===== src/hw/rtl/smx_pkg.sv =====
`default_nettype none
package smx_pkg;

  localparam int STACK_DEPTH = 64;
  localparam int REG_COUNT   = 4;
  localparam int MEM_WORDS   = 128;

  localparam int SA_W = $clog2(STACK_DEPTH);
  localparam int SP_W = $clog2(STACK_DEPTH + 1);
  localparam int RS_W = (REG_COUNT > 1) ? $clog2(REG_COUNT) : 1;
  localparam int MA_W = $clog2(MEM_WORDS);

  localparam logic [3:0] OP_PUSH = 4'd0;
  localparam logic [3:0] OP_POP  = 4'd1;
  localparam logic [3:0] OP_ADD  = 4'd2;
  localparam logic [3:0] OP_SUB  = 4'd3;
  localparam logic [3:0] OP_MUL  = 4'd4;
  localparam logic [3:0] OP_DIV  = 4'd5;
  localparam logic [3:0] OP_OUT  = 4'd6;
  localparam logic [3:0] OP_HLT  = 4'd7;
  localparam logic [3:0] OP_JMP  = 4'd8;
  localparam logic [3:0] OP_JB   = 4'd9;
  localparam logic [3:0] OP_JBE  = 4'd10;
  localparam logic [3:0] OP_JA   = 4'd11;
  localparam logic [3:0] OP_JAE  = 4'd12;

  localparam logic [2:0] K_NUM  = 3'd0;
  localparam logic [2:0] K_REG  = 3'd1;
  localparam logic [2:0] K_RNUM = 3'd2;
  localparam logic [2:0] K_MADR = 3'd3;
  localparam logic [2:0] K_MREG = 3'd4;

  localparam logic [2:0] E_NONE = 3'd0;
  localparam logic [2:0] E_UND  = 3'd1;
  localparam logic [2:0] E_OVF  = 3'd2;
  localparam logic [2:0] E_DZ   = 3'd3;
  localparam logic [2:0] E_ADDR = 3'd4;

  typedef struct packed {
    logic [3:0]         cmd;
    logic [2:0]         arg_kind;
    logic signed [31:0] imm_value;
    logic [1:0]         reg_sel;
    logic [6:0]         mem_addr;
    logic [15:0]        jump_target;
  } smx_instr_t;

  typedef struct packed {
    logic [15:0]        next_ip;
    logic               out_valid;
    logic signed [31:0] out_value;
    logic               halted;
    logic [2:0]         error_code;
  } smx_result_t;

  typedef enum logic [2:0] {
    S_IDLE, S_DEC, S_RD2, S_RD3, S_EXEC, S_DIV, S_WB, S_WB2
  } smx_state_t;

  typedef struct packed {
    logic load;
    logic dec;
    logic cap_top;
    logic cap_next;
    logic exec;
    logic commit;
    logic commit2;
  } smx_cmd_t;

  typedef struct packed {
    logic do_div;
    logic div_done;
    logic out_busy;
    logic two_push;
  } smx_stat_t;

endpackage
`default_nettype wire


===== src/hw/rtl/smx_ctrl.sv =====
`default_nettype none
module smx_ctrl (
  input  wire logic               clk,
  input  wire logic               rst,
  input  wire logic               in_valid,
  output logic                    in_ready,
  input  wire smx_pkg::smx_stat_t st,
  output smx_pkg::smx_cmd_t       cm
);
  import smx_pkg::*;

  smx_state_t state, state_next;

  always_ff @(posedge clk) begin
    if (rst) state <= S_IDLE;
    else state <= state_next;
  end

  always_comb begin
    state_next = state;
    case (state)
      S_IDLE: if (in_valid) state_next = S_DEC;
      S_DEC:  state_next = S_RD2;
      S_RD2:  state_next = S_RD3;
      S_RD3:  state_next = S_EXEC;
      S_EXEC: state_next = st.do_div ? S_DIV : S_WB;
      S_DIV:  if (st.div_done) state_next = S_WB;
      S_WB:   if (!st.out_busy) state_next = st.two_push ? S_WB2 : S_IDLE;
      S_WB2:  state_next = S_IDLE;
      default: state_next = S_IDLE;
    endcase
  end

  always_comb begin
    in_ready   = (state == S_IDLE);
    cm         = '0;
    cm.load    = (state == S_IDLE) && in_valid;
    cm.dec     = (state == S_DEC);
    cm.cap_top = (state == S_RD2);
    cm.cap_next = (state == S_RD3);
    cm.exec    = (state == S_EXEC);
    cm.commit  = (state == S_WB) && !st.out_busy;
    cm.commit2 = (state == S_WB2);
  end
endmodule
`default_nettype wire


===== config.mk =====
export PLATFORM = sky130hd
export DESIGN_NAME = smx_ctrl
export DESIGN_NICKNAME = d
export VERILOG_FILES = /design/src/hw/rtl/smx_pkg.sv /design/src/hw/rtl/smx_ctrl.sv
export SDC_FILE = /design/constraint.sdc
export NUM_CORES = 1
export LEC_CHECK = 0
export BUFFER_PORTS_ARGS = -buffer_cell sky130_fd_sc_hd__buf_4
export CAP_MARGIN = 30
export CORE_AREA = 2 2 39 41
export CTS_CLUSTER_SIZE = 28
export DETAILED_ROUTE_END_ITERATION = 12
export DIE_AREA = 0 0 41 43
export GPL_ROUTABILITY_DRIVEN = 0
export GPL_TIMING_DRIVEN = 0
export SKIP_CTS_REPAIR_TIMING = 1
export SLEW_MARGIN = 20
export SYNTH_ARGS = -nofsm -noshare
export SYNTH_HDL_FRONTEND = slang
export SYNTH_SLANG_ARGS = --single-unit

===== constraint.sdc =====
create_clock -name clk -period 0.96 [get_ports clk]
set_input_delay 0.048 -clock clk [delete_from_list [all_inputs] [get_ports clk]]
set_output_delay 0.048 -clock clk [all_outputs]
set_load 0.01 [all_outputs]

==> flow_summary.toml <==
[run_status]
status = "complete, but fails checks"
violations = "setup timing"

[worst_setup_path]
crit_fanout = 8
cp_slowest_stage_delay_ns = 0.32
startpoint_type = "register"
crit_buf_inv = 2
crit_chain = "buf_6, nor3_4, and2_4, buf_6"
cpMaxStageDelayCell = "dfxtp_2"
setup.worst_path.class = "reg2out"
crit_family = "simple AND/OR/NAND/NOR gates"
critPathRequiredTime_ns = 0.91
cp-end-kind = "primary output"
r2r_slack_ns = -0.07
cp_common_cell = "buf_6"
cp.arrival_ns = 1.12

[synthesis]
synthSimpleGateAreaFrac_pct = 42.0
synth-adder-area-share_pct = 0
synth_top_family_by_area = "simple AND/OR/NAND/NOR gates"
yosys.area_share.xor_xnor_pct = 0
synth_compound_area_share_pct = 20.0
synth_area_sq_um = 250
yosysWarningCount = 0
synthMuxAreaShare_pct = 0
synth_fp_nets = 41
syn_inst = 34
ys_seq_area_share_pct = 24.0
ys_ff_latch = 3
syn_avg_cell_area_sq_um = 7.36
ys_types = 21

[drt]
drt-pass1-iter-count = 2
drt-total-wl_microns = 837
vias = 339
postRouteAntennaNets = 0
route.detailed.drc = 0
drt_iter0_markers = 6
via_per_inst = 4.58
wire_per_inst_microns = 11.3

[power]
power_frac_seq_pct = 23.2
pwr-share-comb_pct = 44.1
p_per_area_mw_per_mm2 = 1240
p_sw_share_pct = 31.5
finalPower_uw = 673
clkPwrFrac_pct = 32.7
intPower_uw = 461
switching_power_uw = 212
vdd_drop_max_v = 0.000878
power_leakage_nw = 0.243

[grt]
grt_overflow = 0
grt_pass1_wl_microns = 1010
grt_antenna_before_repair = 0
grt_pass1_vias = 229
grt_usage_pct = 8.63
grt_max_degree = 11

[floorplanning]
rows = 14
io_pins = 15
die_area_sq_mm = 0.00176
core-area_sq_mm = 0.00138
fp.dieW_microns = 41
start_util_pct = 18.1
dieHeight_microns = 43

[cts]
clkLatencyLatePin_ns = 0.23
clk_pin_slew_ns = 0.03
htree_levels = 1
clock-root-buffer = "clkbuf_4"
cts_buffer_depth = 2
cts_inserted_buffers = 3
clkSinkCount = 3
cts_tree = "done"

[sta]
drv_slew = 0
timing.final.ws_setup_ns = -0.209
finalCritPeriodShare_pct = 122
final_hold_viol_count = 0
period_needed_ns = 1.17
fmax_mhz = 855
relSlewSlack_pct = 84.4
whs_ns = 0.131
worst_slew_pin_slew_ns = 0.232
setup_viol = 10
fin_skew_ns = 0.00232
grt_setup_unrepaired = "yes"

[cells_and_area]
antenna_cells = 0
area_growth_pct = 117
finalCoreUtilization_pct = 39.2
largest_register_ffs = 3
drive_above_1_share_pct = 65.5
reg_top3 = "state: 3 flops"
layout_common_cells = "15 x buf_4, 7 x buf_6, 3 x nor2_1, 3 x nor3_1, 3 x clkbuf_4"
fillers = 136
fin_nets = 66
top_register = "state"
final_common_cell = "buf_4"

[place]
io_buffers = 14
dp_hpwl_microns = 472
place_ws_ns = -0.0598

[worst_hold_path]
hp-class = "in2reg"

[run]
maxCapViolations = 0
[cell usage after synthesis]
cell type | instances | share of area [%]
nand2_1 | 3 | 4.5
a31o_2 | 1 | 3.5
nor4b_2 | 1 | 6.0
nor4b_1 | 1 | 3.5
a21oi_1 | 1 | 2.0
nor4_1 | 1 | 2.5
buf_4 | 1 | 3.0
nor3_1 | 5 | 10
dfxtp_1 | 3 | 24
nor2_1 | 3 | 4.5
inv_1 | 3 | 4.5
a21o_1 | 1 | 3.0
nand2b_1 | 1 | 2.5
a211o_1 | 1 | 3.5
nor3b_1 | 2 | 6.0
buf_2 | 1 | 2.0
a31oi_1 | 1 | 2.5
buf_6 | 1 | 4.5
and2_1 | 1 | 2.5
o21ai_0 | 1 | 2.0
o221ai_1 | 1 | 3.5
[per-stage QoR]
step,std cells,cell area [sq um],setup TNS [ns]
floorplan,34,262,0
global placement,64,387,-0.147
detailed placement,64,387,-0.160
CTS,68,413,-1.90
global route,74,542,-1.79
finish,74,542,-1.22
[routing by layer]
metal / wire [microns] / part of all wire (%) / GRT usage, %
met2: 422 / 50 / 8.44
met5: 0 / 0 / 0
met3: 54 / 6.5 / 6.28
met1: 360 / 43 / 14.1
met4: 0 / 0 / 2.00
[worst paths after layout]
check | start | to | depth (start not counted)
worst min-delay path | st[2] | state[0] | 3
worst min register to register | state[1] | state[1] | 3
worst max-delay path | state[0] | cm[6] | 4
worst max register to register | state[1] | state[0] | 5
[power by group through the flow]
stage	clock, mW	combinational [mW]	sequential [mW]
floorplan	0	0.116	0.148
global placement	0	0.196	0.150
detailed placement	0	0.197	0.150
CTS	0.226	0.197	0.148
global route	0.246	0.318	0.158
finish	0.220	0.297	0.156
[cell families (layout without fill, tap and decap cells)]
logic type             Yosys count  after routing
flip-flops                       3              3
AO/OA/AOI/OAI                    7              7
buffers and inverters            6             30
AND/OR/NAND/NOR                 18             18
[worst min-delay path, cell delays in order]
cell	delay, ns
buf_4	0.08
nor4_1	0.04
a21o_1	0.15
[final cells by class]
cell class	count	area [sq um]	area share (%)
Buffer	3	33.8	6.24
Clock buffer	4	26.3	4.85
Inverter	3	11.3	2.08
Multi-Input combinational cell	25	216	40.0
Sequential cell	3	66.3	12.2
Tap cell	16	20.0	3.70
Timing Repair Buffer	20	168	30.9
Power figures use the tool's default switching activity.
